--- config.mk ---
export PLATFORM = sky130hd
export DESIGN_NAME = planar_odometry_integrator_flat
export DESIGN_NICKNAME = d
export VERILOG_FILES = /design/src/hw/rtl/poi_pkg.sv /design/src/hw/rtl/poi_if.sv /design/src/hw/rtl/poi_cordic.sv /design/src/hw/rtl/planar_odometry_integrator.sv /design/src/flat_wrapper.sv
export SDC_FILE = /design/constraint.sdc
export NUM_CORES = 2
export LEC_CHECK = 0
export BUFFER_PORTS_ARGS = -buffer_cell sky130_fd_sc_hd__buf_2
export CORE_ASPECT_RATIO = 1.25
export CORE_MARGIN = 2
export CORE_UTILIZATION = 60
export CTS_BUF_LIST = sky130_fd_sc_hd__clkbuf_8
export DETAILED_ROUTE_END_ITERATION = 10
export MAX_ROUTING_LAYER = met4
export PLACE_DENSITY_LB_ADDON = 0.05
export SLEW_MARGIN = 20
export SYNTH_ARGS = -nofsm -noshare
export SYNTH_HDL_FRONTEND = slang
export SYNTH_SLANG_ARGS = --single-unit
--- constraint.sdc ---
create_clock -name clk_i -period 22.9 [get_ports clk_i]
set_clock_uncertainty 0.2 [all_clocks]
set_input_delay 2.29 -clock clk_i [delete_from_list [all_inputs] [get_ports clk_i]]
set_output_delay 2.29 -clock clk_i [all_outputs]
set_load 0.005 [all_outputs]
--- src/hw/rtl/poi_pkg.sv ---
// Shared types, constants and the arctangent table of the planar odometry integrator.
package poi_pkg;

  localparam int unsigned SPEED_W = 21;
  localparam int unsigned DT_W    = 16;
  localparam int unsigned POS_W   = 32;
  localparam int unsigned HDG_W   = 32;
  // CORDIC datapath: Q6.26 speeds with headroom for the rotation gain
  localparam int unsigned CW      = 33;
  localparam int unsigned ATAN_IDX_W = 5;

  localparam logic signed [SPEED_W-1:0] SPEED_LIMIT = 21'sd524288;
  localparam logic signed [HDG_W-1:0]   PI_Q29      = 32'sd1686629713;
  localparam logic signed [HDG_W-1:0]   HALF_PI_Q29 = 32'sd843314857;
  localparam logic signed [35:0]        TWO_PI_Q29  = 36'sd3373259426;
  localparam logic signed [31:0]        GAIN_Q30    = 32'sd652032875;

  typedef struct packed {
    logic                 start;
    logic signed [CW-1:0] x;
    logic signed [CW-1:0] y;
    logic signed [CW-1:0] z;
  } cordic_cmd_t;

  typedef struct packed {
    logic                 done;
    logic signed [CW-1:0] x;
    logic signed [CW-1:0] y;
  } cordic_res_t;

  // atan(2^-i) in Q3.29, rounded to nearest
  function automatic logic [31:0] atan_q29(input logic [ATAN_IDX_W-1:0] idx);
    logic [31:0] r;
    case (idx)
      5'd0:  r = 32'd421657428;
      5'd1:  r = 32'd248918915;
      5'd2:  r = 32'd131521918;
      5'd3:  r = 32'd66762579;
      5'd4:  r = 32'd33510843;
      5'd5:  r = 32'd16771758;
      5'd6:  r = 32'd8387925;
      5'd7:  r = 32'd4194219;
      5'd8:  r = 32'd2097141;
      5'd9:  r = 32'd1048575;
      5'd10: r = 32'd524288;
      5'd11: r = 32'd262144;
      5'd12: r = 32'd131072;
      5'd13: r = 32'd65536;
      5'd14: r = 32'd32768;
      5'd15: r = 32'd16384;
      5'd16: r = 32'd8192;
      5'd17: r = 32'd4096;
      5'd18: r = 32'd2048;
      5'd19: r = 32'd1024;
      5'd20: r = 32'd512;
      5'd21: r = 32'd256;
      5'd22: r = 32'd128;
      5'd23: r = 32'd64;
      5'd24: r = 32'd32;
      5'd25: r = 32'd16;
      5'd26: r = 32'd8;
      5'd27: r = 32'd4;
      5'd28: r = 32'd2;
      5'd29: r = 32'd1;
      default: r = 32'd0;
    endcase
    return r;
  endfunction

  // Clamp a speed field to plus or minus eight
  function automatic logic signed [SPEED_W-1:0] clamp_speed(
      input logic signed [SPEED_W-1:0] v);
    logic signed [SPEED_W-1:0] r;
    if (v > SPEED_LIMIT) begin
      r = SPEED_LIMIT;
    end else if (v < -SPEED_LIMIT) begin
      r = -SPEED_LIMIT;
    end else begin
      r = v;
    end
    return r;
  endfunction

endpackage

--- src/hw/rtl/poi_if.sv ---
// Valid/ready channel interfaces for odometry inputs and pose results.
interface poi_in_if;
  logic               valid;
  logic               ready;
  logic signed [20:0] vel_forward;
  logic signed [20:0] vel_lateral;
  logic signed [20:0] yaw_rate;
  logic        [15:0] time_step;

  modport source (output valid, vel_forward, vel_lateral, yaw_rate, time_step,
                  input ready);
  modport sink   (input valid, vel_forward, vel_lateral, yaw_rate, time_step,
                  output ready);
endinterface

interface poi_out_if;
  logic               valid;
  logic               ready;
  logic signed [31:0] pos_x;
  logic signed [31:0] pos_y;
  logic signed [31:0] heading;

  modport source (output valid, pos_x, pos_y, heading, input ready);
  modport sink   (input valid, pos_x, pos_y, heading, output ready);
endinterface

--- src/hw/rtl/poi_cordic.sv ---
// Iterative CORDIC rotator: one shift-add micro-rotation per cycle.
module poi_cordic #(
  parameter int unsigned STEPS = 16
) (
  input  logic                clk_i,
  input  logic                rst_ni,
  input  poi_pkg::cordic_cmd_t cmd_i,
  output poi_pkg::cordic_res_t res_o
);

  localparam int unsigned CNT_W = $clog2(STEPS);
  localparam logic [CNT_W-1:0] LAST = CNT_W'(STEPS - 1);

  logic                          busy_q;
  logic                          done_q;
  logic [CNT_W-1:0]              cnt_q;
  logic signed [poi_pkg::CW-1:0] x_q, y_q, z_q;

  logic signed [poi_pkg::CW-1:0] xs, ys, ang;

  assign xs  = x_q >>> cnt_q;
  assign ys  = y_q >>> cnt_q;
  assign ang = $signed({1'b0, poi_pkg::atan_q29(poi_pkg::ATAN_IDX_W'(cnt_q))});

  always_ff @(posedge clk_i or negedge rst_ni) begin
    if (!rst_ni) begin
      busy_q <= 1'b0;
      done_q <= 1'b0;
      cnt_q  <= '0;
    end else begin
      done_q <= 1'b0;
      if (cmd_i.start) begin
        busy_q <= 1'b1;
        cnt_q  <= '0;
      end else if (busy_q) begin
        if (cnt_q == LAST) begin
          busy_q <= 1'b0;
          done_q <= 1'b1;
        end else begin
          cnt_q <= cnt_q + 1'b1;
        end
      end
    end
  end

  always_ff @(posedge clk_i) begin
    if (cmd_i.start) begin
      x_q <= cmd_i.x;
      y_q <= cmd_i.y;
      z_q <= cmd_i.z;
    end else if (busy_q) begin
      // rotate towards zero residual angle
      if (z_q >= 0) begin
        x_q <= x_q - ys;
        y_q <= y_q + xs;
        z_q <= z_q - ang;
      end else begin
        x_q <= x_q + ys;
        y_q <= y_q - xs;
        z_q <= z_q + ang;
      end
    end
  end

  assign res_o.done = done_q;
  assign res_o.x    = x_q;
  assign res_o.y    = y_q;

endmodule

--- src/hw/rtl/planar_odometry_integrator.sv ---
// Top level of the planar dead-reckoning pose integrator.
//
// Each accepted transfer carries body forward and lateral speed, yaw rate and a
// time step; the block rotates the body velocity by the heading held before the
// step, adds the scaled displacement to x and y with saturation, advances and
// wraps the heading into (-pi, pi], then presents the new pose as one result.
// The result goes through CORDIC_STEPS micro-rotations of the CORDIC unit, five
// products through one registered 33 x 32 multiplier, two steps of heading
// correction (S_HDG, S_WRAP) and the load of the output register. The input is
// ready only in S_IDLE: it is not ready while an item is in work, also while a
// finished pose waits in S_EMIT for the output register to be taken.
// The pose registers clear to zero at reset.
module planar_odometry_integrator #(
  parameter int unsigned CORDIC_STEPS = 16
) (
  input logic        clk_i,
  input logic        rst_ni,
  poi_in_if.sink     in_i,
  poi_out_if.source  out_o
);

  typedef enum logic [3:0] {
    S_IDLE,
    S_ROTATE,
    S_MGY,
    S_MDX,
    S_MDY,
    S_MW,
    S_HDG,
    S_WRAP,
    S_EMIT
  } state_e;

  localparam int unsigned CW = poi_pkg::CW;

  state_e state_q;
  logic   out_valid_q;

  logic signed [31:0] pos_x_q, pos_y_q, heading_q;
  logic signed [31:0] out_x_q, out_y_q, out_h_q;
  logic signed [20:0] wz_q;
  logic        [15:0] dt_q;
  logic signed [64:0] prod_q;
  logic signed [CW-1:0] gx_q, gy_q;
  logic signed [35:0] h_q;

  logic               accept;
  logic signed [20:0] vf_c, vl_c;
  logic signed [CW-1:0] x0, y0;
  poi_pkg::cordic_cmd_t cor_cmd;
  poi_pkg::cordic_res_t cor_res;

  logic signed [CW-1:0] mul_a;
  logic signed [31:0]   mul_b;
  logic signed [64:0]   prod_d;
  logic signed [33:0]   disp, pos_sum, pos_base;
  logic signed [31:0]   pos_sat;
  logic signed [35:0]   h_d;

  function automatic logic signed [35:0] wrap_once(input logic signed [35:0] h);
    logic signed [35:0] r;
    if (h > 36'(poi_pkg::PI_Q29)) begin
      r = h - poi_pkg::TWO_PI_Q29;
    end else if (h <= -36'(poi_pkg::PI_Q29)) begin
      r = h + poi_pkg::TWO_PI_Q29;
    end else begin
      r = h;
    end
    return r;
  endfunction

  assign in_i.ready = (state_q == S_IDLE);
  assign accept     = in_i.valid && in_i.ready;

  // Clamp, widen to Q6.26 and pre-rotate by a quarter turn where needed
  assign vf_c = poi_pkg::clamp_speed(in_i.vel_forward);
  assign vl_c = poi_pkg::clamp_speed(in_i.vel_lateral);
  assign x0   = CW'(vf_c) <<< 10;
  assign y0   = CW'(vl_c) <<< 10;

  always_comb begin
    cor_cmd.start = accept;
    if (heading_q > poi_pkg::HALF_PI_Q29) begin
      cor_cmd.x = -y0;
      cor_cmd.y = x0;
      cor_cmd.z = CW'(heading_q) - CW'(poi_pkg::HALF_PI_Q29);
    end else if (heading_q < -poi_pkg::HALF_PI_Q29) begin
      cor_cmd.x = y0;
      cor_cmd.y = -x0;
      cor_cmd.z = CW'(heading_q) + CW'(poi_pkg::HALF_PI_Q29);
    end else begin
      cor_cmd.x = x0;
      cor_cmd.y = y0;
      cor_cmd.z = CW'(heading_q);
    end
  end

  poi_cordic #(
    .STEPS (CORDIC_STEPS)
  ) u_cordic (
    .clk_i  (clk_i),
    .rst_ni (rst_ni),
    .cmd_i  (cor_cmd),
    .res_o  (cor_res)
  );

  // Shared multiplier operand selection
  always_comb begin
    case (state_q)
      S_ROTATE: begin
        mul_a = cor_res.x;
        mul_b = poi_pkg::GAIN_Q30;
      end
      S_MGY: begin
        mul_a = cor_res.y;
        mul_b = poi_pkg::GAIN_Q30;
      end
      S_MDX: begin
        mul_a = gx_q;
        mul_b = $signed({16'd0, dt_q});
      end
      S_MDY: begin
        mul_a = gy_q;
        mul_b = $signed({16'd0, dt_q});
      end
      S_MW: begin
        mul_a = CW'(wz_q);
        mul_b = $signed({16'd0, dt_q});
      end
      default: begin
        mul_a = '0;
        mul_b = '0;
      end
    endcase
  end

  assign prod_d = 65'(mul_a) * 65'(mul_b);

  // Saturating position add; one adder serves x then y
  assign disp     = 34'(prod_q >>> 26);
  assign pos_base = (state_q == S_MDY) ? 34'(pos_x_q) : 34'(pos_y_q);
  assign pos_sum  = pos_base + disp;

  always_comb begin
    if (pos_sum > 34'sh0_7FFF_FFFF) begin
      pos_sat = 32'sh7FFF_FFFF;
    end else if (pos_sum < -34'sh0_8000_0000) begin
      pos_sat = -32'sh8000_0000;
    end else begin
      pos_sat = 32'(pos_sum);
    end
  end

  assign h_d = wrap_once(36'(heading_q) + 36'(prod_q >>> 3));

  always_ff @(posedge clk_i or negedge rst_ni) begin
    if (!rst_ni) begin
      state_q     <= S_IDLE;
      out_valid_q <= 1'b0;
      out_x_q     <= '0;
      out_y_q     <= '0;
      out_h_q     <= '0;
      pos_x_q     <= '0;
      pos_y_q     <= '0;
      heading_q   <= '0;
    end else begin
      if (state_q == S_EMIT && (!out_o.valid || out_o.ready)) begin
        out_valid_q <= 1'b1;
        out_x_q     <= pos_x_q;
        out_y_q     <= pos_y_q;
        out_h_q     <= heading_q;
      end else if (out_o.valid && out_o.ready) begin
        out_valid_q <= 1'b0;
      end
      case (state_q)
        S_IDLE: begin
          if (accept) begin
            state_q <= S_ROTATE;
          end
        end
        S_ROTATE: begin
          if (cor_res.done) begin
            state_q <= S_MGY;
          end
        end
        S_MGY: state_q <= S_MDX;
        S_MDX: state_q <= S_MDY;
        S_MDY: begin
          pos_x_q <= pos_sat;
          state_q <= S_MW;
        end
        S_MW: begin
          pos_y_q <= pos_sat;
          state_q <= S_HDG;
        end
        S_HDG: state_q <= S_WRAP;
        S_WRAP: begin
          heading_q <= 32'(wrap_once(h_q));
          state_q   <= S_EMIT;
        end
        S_EMIT: begin
          // hold until the output register is free
          if (!out_o.valid || out_o.ready) begin
            state_q <= S_IDLE;
          end
        end
        default: state_q <= S_IDLE;
      endcase
    end
  end

  always_ff @(posedge clk_i) begin
    prod_q <= prod_d;
    if (accept) begin
      wz_q <= poi_pkg::clamp_speed(in_i.yaw_rate);
      dt_q <= in_i.time_step;
    end
    if (state_q == S_MGY) begin
      gx_q <= CW'(prod_q >>> 30);
    end
    if (state_q == S_MDX) begin
      gy_q <= CW'(prod_q >>> 30);
    end
    if (state_q == S_HDG) begin
      h_q <= h_d;
    end
  end

  assign out_o.valid   = out_valid_q;
  assign out_o.pos_x   = out_x_q;
  assign out_o.pos_y   = out_y_q;
  assign out_o.heading = out_h_q;

  a_accept_starts_rotation: assert property (@(posedge clk_i) disable iff (!rst_ni)
    accept |=> (state_q == S_ROTATE))
    else $error("accepted item did not start the rotator");

  a_done_only_when_rotating: assert property (@(posedge clk_i) disable iff (!rst_ni)
    cor_res.done |-> (state_q == S_ROTATE))
    else $error("rotator finished outside the rotation phase");

  a_heading_in_range: assert property (@(posedge clk_i) disable iff (!rst_ni)
    (heading_q <= poi_pkg::PI_Q29) && (heading_q > -poi_pkg::PI_Q29))
    else $error("heading left (-pi, pi]");

  a_result_after_emit: assert property (@(posedge clk_i) disable iff (!rst_ni)
    $rose(out_valid_q) |-> ($past(state_q) == S_EMIT))
    else $error("result raised outside the emit step");

endmodule
--- src/flat_wrapper.sv ---
// flat-port wrapper written by rule: the top's interface ports become plain ports
module planar_odometry_integrator_flat 
#(
  parameter int unsigned CORDIC_STEPS = 16
)
  (clk_i, rst_ni, in_i_valid, in_i_vel_forward, in_i_vel_lateral, in_i_yaw_rate, in_i_time_step, in_i_ready, out_o_valid, out_o_pos_x, out_o_pos_y, out_o_heading, out_o_ready);
  poi_in_if in_i_i ();
  poi_out_if out_o_i ();
  input logic clk_i;
  input logic rst_ni;
  input wire logic [$bits(in_i_i.valid)-1:0] in_i_valid;
  input wire logic [$bits(in_i_i.vel_forward)-1:0] in_i_vel_forward;
  input wire logic [$bits(in_i_i.vel_lateral)-1:0] in_i_vel_lateral;
  input wire logic [$bits(in_i_i.yaw_rate)-1:0] in_i_yaw_rate;
  input wire logic [$bits(in_i_i.time_step)-1:0] in_i_time_step;
  output wire logic [$bits(in_i_i.ready)-1:0] in_i_ready;
  output wire logic [$bits(out_o_i.valid)-1:0] out_o_valid;
  output wire logic [$bits(out_o_i.pos_x)-1:0] out_o_pos_x;
  output wire logic [$bits(out_o_i.pos_y)-1:0] out_o_pos_y;
  output wire logic [$bits(out_o_i.heading)-1:0] out_o_heading;
  input wire logic [$bits(out_o_i.ready)-1:0] out_o_ready;
  assign in_i_i.valid = in_i_valid;
  assign in_i_i.vel_forward = in_i_vel_forward;
  assign in_i_i.vel_lateral = in_i_vel_lateral;
  assign in_i_i.yaw_rate = in_i_yaw_rate;
  assign in_i_i.time_step = in_i_time_step;
  assign in_i_ready = in_i_i.ready;
  assign out_o_valid = out_o_i.valid;
  assign out_o_pos_x = out_o_i.pos_x;
  assign out_o_pos_y = out_o_i.pos_y;
  assign out_o_heading = out_o_i.heading;
  assign out_o_i.ready = out_o_ready;
  planar_odometry_integrator #(.CORDIC_STEPS(CORDIC_STEPS)) u_core (.clk_i(clk_i), .rst_ni(rst_ni), .in_i(in_i_i), .out_o(out_o_i));
endmodule
==> run summary <==
The layout overhead on the synthesized area came out at 6.07%. The number of distinct library cell variants in the gate-level netlist after synthesis came out at 96. On the worst path, the slowest cell contributes a delay of 830 ps. The number of sinks on the clock net came out at 501.

Summing the sequential cell areas from Yosys gives 20.4% of the chip area. Cells with a size suffix above 1 make up 9.27% of the layout. The initial antenna violation count is 11.

The die is 375 um tall. The largest fanout on the critical path came out at 82. The worst register-to-register path begins at u_core.state_q[3]. The flow ran to the end, and the final reports show no timing, DRC or antenna violations. In this run the worst hold path is classified as flip-flop to flip-flop. The tree is rooted in a sky130_fd_sc_hd__clkbuf_8. The sum of overflow across all layers after global routing is 0. The number of buffers created by CTS came out at 90.

CTS built an H-tree with a depth of 3. The core region is 110000 sq um. The library cell contributing the largest single delay on the critical path is sky130_fd_sc_hd__and2_1. The first global-routing pass estimated 331000 um of wire.

Counting I/O delays and the setup requirement, the final critical path takes 12200 ps. The actual slew at the worst max-slew pin is 1020 ps. The number of global-route vias before repair is 55500. After detailed routing, the number of remaining DRC violations is 0. For this design the top-level I/O count stands at 181.

The detailed-route via count is 54700. The instance area after placement came out at 68000 sq um. The number of buffers added to fix hold violations after cts is 0.

The path depth of the worst reg2reg path is 35. After routing, the total negative slack on setup checks comes to 0 ps. The pin count of the biggest net entering global routing came out at 91.

The remaining antenna violation count after routing came out at 0. The most used flip-flop cell after synthesis is sky130_fd_sc_hd__edfxtp_1. Once layout is done, the placed cells without fillers occupy 70000 sq um. The final-stage net count came out at 8553. The worst setup path category is flip-flop to flip-flop. The max capacitance violation total came out at 0.

Input and output buffers added on the ports amount to 180. The clock-pin slew on the worst setup and hold paths is 70 ps. The setup slack on the worst flop-to-flop path is 10700 ps. Counting instances in the post-synthesis netlist gives the leading cell types as sky130_fd_sc_hd__inv_1, sky130_fd_sc_hd__fa_1, sky130_fd_sc_hd__nand2_1, sky130_fd_sc_hd__nor2_1. The sort of element at the end of the critical path is a flip-flop. The final hold slack came out at 263 ps. For this run, the detailed router's first-pass iteration total came to 9. The number of nets in the synthesized netlist is 8556. The area share of the largest cell type after synthesis is 25.7%. The count of placed standard cells including taps is 8548. The portion of the clock cycle consumed by the worst path in the final layout came out at 53.3%. The critical path data arrival time is 12670 ps. The cell area after synthesis came out at 66000 sq um. The share of synthesized flip-flops with an asynchronous set or reset came out at 40.5%. The first-iteration detailed-routing DRC count is 4977. The total routed wirelength is 220000 um. The die outline width is 301 um.

Setup repair after global routing left no endpoint under its margin. Yosys attributes the largest share of cell area to sky130_fd_sc_hd__fa_1, sky130_fd_sc_hd__edfxtp_1, sky130_fd_sc_hd__ha_1. Gates resized during post-CTS repair numbered 0. The per-instance average area after synthesis came out at 9.17 sq um. The flip-flop and latch count after synthesis is 501. The post-synthesis instance total is 7195. The final estimated routing congestion in global placement is 1.03.

The post-CTS setup buffer count came out at 0. For the worst-skew pair, the clock arrives at the later sink with an insertion delay of 800 ps. By instance count, the cell type seen most on the critical path is sky130_fd_sc_hd__fa_1. In this run the most critical hold path is launched from u_core.prod_q[60]. The number of inserted filler cells in the final layout came out at 9411. STA puts the critical path data required time at 23370 ps.

For this configuration, the core starts out at a cell density of 60.2%. The kind of launch point of the worst setup path is a flip-flop. sky130_fd_sc_hd__fa_1 takes more of the synthesized area than any other cell. Counting instances, the worst hold path has a depth of 0.

The setup-violating endpoint count in the final report is 0. Once detailed placement completed, the half-perimeter wirelength came to 176000 um. For this run, the top clock speed supported by timing is 0.0820 GHz. The endpoint of the worst hold-timing path is u_core.gx_q[30].

The most common cell in the synthesized netlist is sky130_fd_sc_hd__inv_1. The count of final hold-check violations came out at 0. The via count normalized by instance count came out at 6.27. The routed length per placed instance is 25.2 um. The worst slew margin relative to its limit is 31.4%. The final number of max-transition violations was 0. The total number of yosys warnings is 0. In this run the critical register-to-register path is captured at u_core.prod_q[59].

TritonCTS built the clock tree. The area of the die is 113000 sq um. The count of cells in the finished layout, fillers not included, comes to 8728.

The number of synthesized flops with an enable pin is 238. The floorplan has 136 rows. The maximum count of clock buffers along a single path is 3. Across every metal layer, demand over resource in global routing totals 40.3%.
-- how the worst max path moves through the flow --
stage / start / end / slack (ps) / depth (start not counted)
floorplan: u_core.state_q[2] / u_core.prod_q[59] / 12360 / 35
global placement: u_core.state_q[3] / u_core.prod_q[60] / 11100 / 33
detailed placement: u_core.state_q[3] / u_core.prod_q[62] / 10880 / 33
CTS: u_core.state_q[3] / u_core.prod_q[62] / 10850 / 33
global route: u_core.state_q[3] / u_core.prod_q[62] / 10150 / 33
finish: u_core.state_q[3] / u_core.prod_q[59] / 10700 / 35
-- sequential cells by signal, indices dropped and copies added (netlist names) --
| name | count |
|---|---|
| u_core.u_cordic.x_q | 33 |
| u_core.out_o.pos_x | 32 |
| u_core.u_cordic.cnt_q | 4 |
| u_core.h_q | 36 |
| u_core.u_cordic.y_q | 33 |
| u_core.out_o.heading | 32 |
| u_core.dt_q | 16 |
| u_core.state_q | 4 |
| u_core.pos_x_q | 32 |
| u_core.heading_q | 32 |
| u_core.out_o.valid | 1 |
| u_core.u_cordic.done_q | 1 |
| u_core.u_cordic.z_q | 33 |
| u_core.gy_q | 33 |
| u_core.prod_q | 60 |
| u_core.gx_q | 33 |
| u_core.pos_y_q | 32 |
| u_core.u_cordic.busy_q | 1 |
| u_core.out_o.pos_y | 32 |
| u_core.wz_q | 21 |
-- final cells by class --
cell class	instances	area (sq um)	area share (%)
Antenna cell	10	25.0	0.0358
Clock buffer	102	1400	2.01
Clock inverter	67	552	0.789
Inverter	958	3600	5.14
Multi-Input combinational cell	5398	47700	68.2
Sequential cell	501	13400	19.2
Tap cell	1449	1810	2.59
Timing Repair Buffer	243	1400	2.00
-- worst max-delay path, delay by kind of cell (launching register included) --
family / cells / cell delay, ps
simple gates: 9 / 2480
xor+xnor: 1 / 150
flops: 1 / 480
fa+ha+maj: 9 / 4250
compound gates: 7 / 2930
buf+inv: 9 / 1500
-- cell families after synthesis --
| group | share of synthesized area (%) |
|---|---|
| AND/OR/NAND/NOR | 13.8 |
| flip-flops | 20.4 |
| AO/OA/AOI/OAI | 13.8 |
| buffers and inverters | 7.48 |
| XOR/XNOR | 5.03 |
| adder cells (fa/ha/maj) | 33.9 |
| multiplexers | 5.61 |
-- routing by layer --
metal	vias up	part of all wire [%]	global-route usage (%)
met2	2443	49	66.0
met4	0	8.2	27.4
met5	-	0	-
met3	783	6.9	6.12
li1	24300	-	-
met1	27100	36	45.7
-- cell usage in the layout (no fill, tap or decap), types with 33 or more instances in the layout --
cell type                  synthesis  final
sky130_fd_sc_hd__a21o_1          136    136
sky130_fd_sc_hd__buf_4             0     62
sky130_fd_sc_hd__mux4_2           66     66
sky130_fd_sc_hd__dfxtp_1          60     60
sky130_fd_sc_hd__xnor2_1         249    249
sky130_fd_sc_hd__o21a_1           44     44
sky130_fd_sc_hd__o21ai_0         310    309
sky130_fd_sc_hd__o211ai_1         40     40
sky130_fd_sc_hd__nand4_1          74     74
sky130_fd_sc_hd__edfxtp_1        238    238
sky130_fd_sc_hd__nand2_1         705    704
sky130_fd_sc_hd__o21ai_1          34     33
sky130_fd_sc_hd__o31ai_1          37     37
sky130_fd_sc_hd__dfrtp_1         203    199
sky130_fd_sc_hd__or3_1            38     37
sky130_fd_sc_hd__a31oi_1          51     51
sky130_fd_sc_hd__inv_1           953    977
sky130_fd_sc_hd__nand3_1         124    124
sky130_fd_sc_hd__xor2_1          127    127
sky130_fd_sc_hd__nor3_1           96     92
sky130_fd_sc_hd__mux2_2          146    146
sky130_fd_sc_hd__and2_1           57     57
sky130_fd_sc_hd__nand2b_1         57     55
sky130_fd_sc_hd__nor2_1          683    680
sky130_fd_sc_hd__buf_2            14    179
sky130_fd_sc_hd__a21oi_1         432    426
sky130_fd_sc_hd__mux2i_1          50     49
sky130_fd_sc_hd__o21bai_1         40     40
sky130_fd_sc_hd__and3_1           39     39
sky130_fd_sc_hd__clkbuf_8          0    103
sky130_fd_sc_hd__a211oi_1         40     40
sky130_fd_sc_hd__ha_1            432    432
sky130_fd_sc_hd__fa_1            846    846
sky130_fd_sc_hd__a22oi_1          46     46
-- through the flow --
step,util [%],setup slack [ps]
4_1_cts,63.8,10850
5_1_grt,63.9,10150
3_3_place_gp,62.0,11100
2_1_floorplan,-,12360
3_5_place_dp,62.0,10880
6_report,63.9,10700
Power is not shown: default switching activity piles up to over one toggle a cycle in this logic, so the estimate is an artifact.
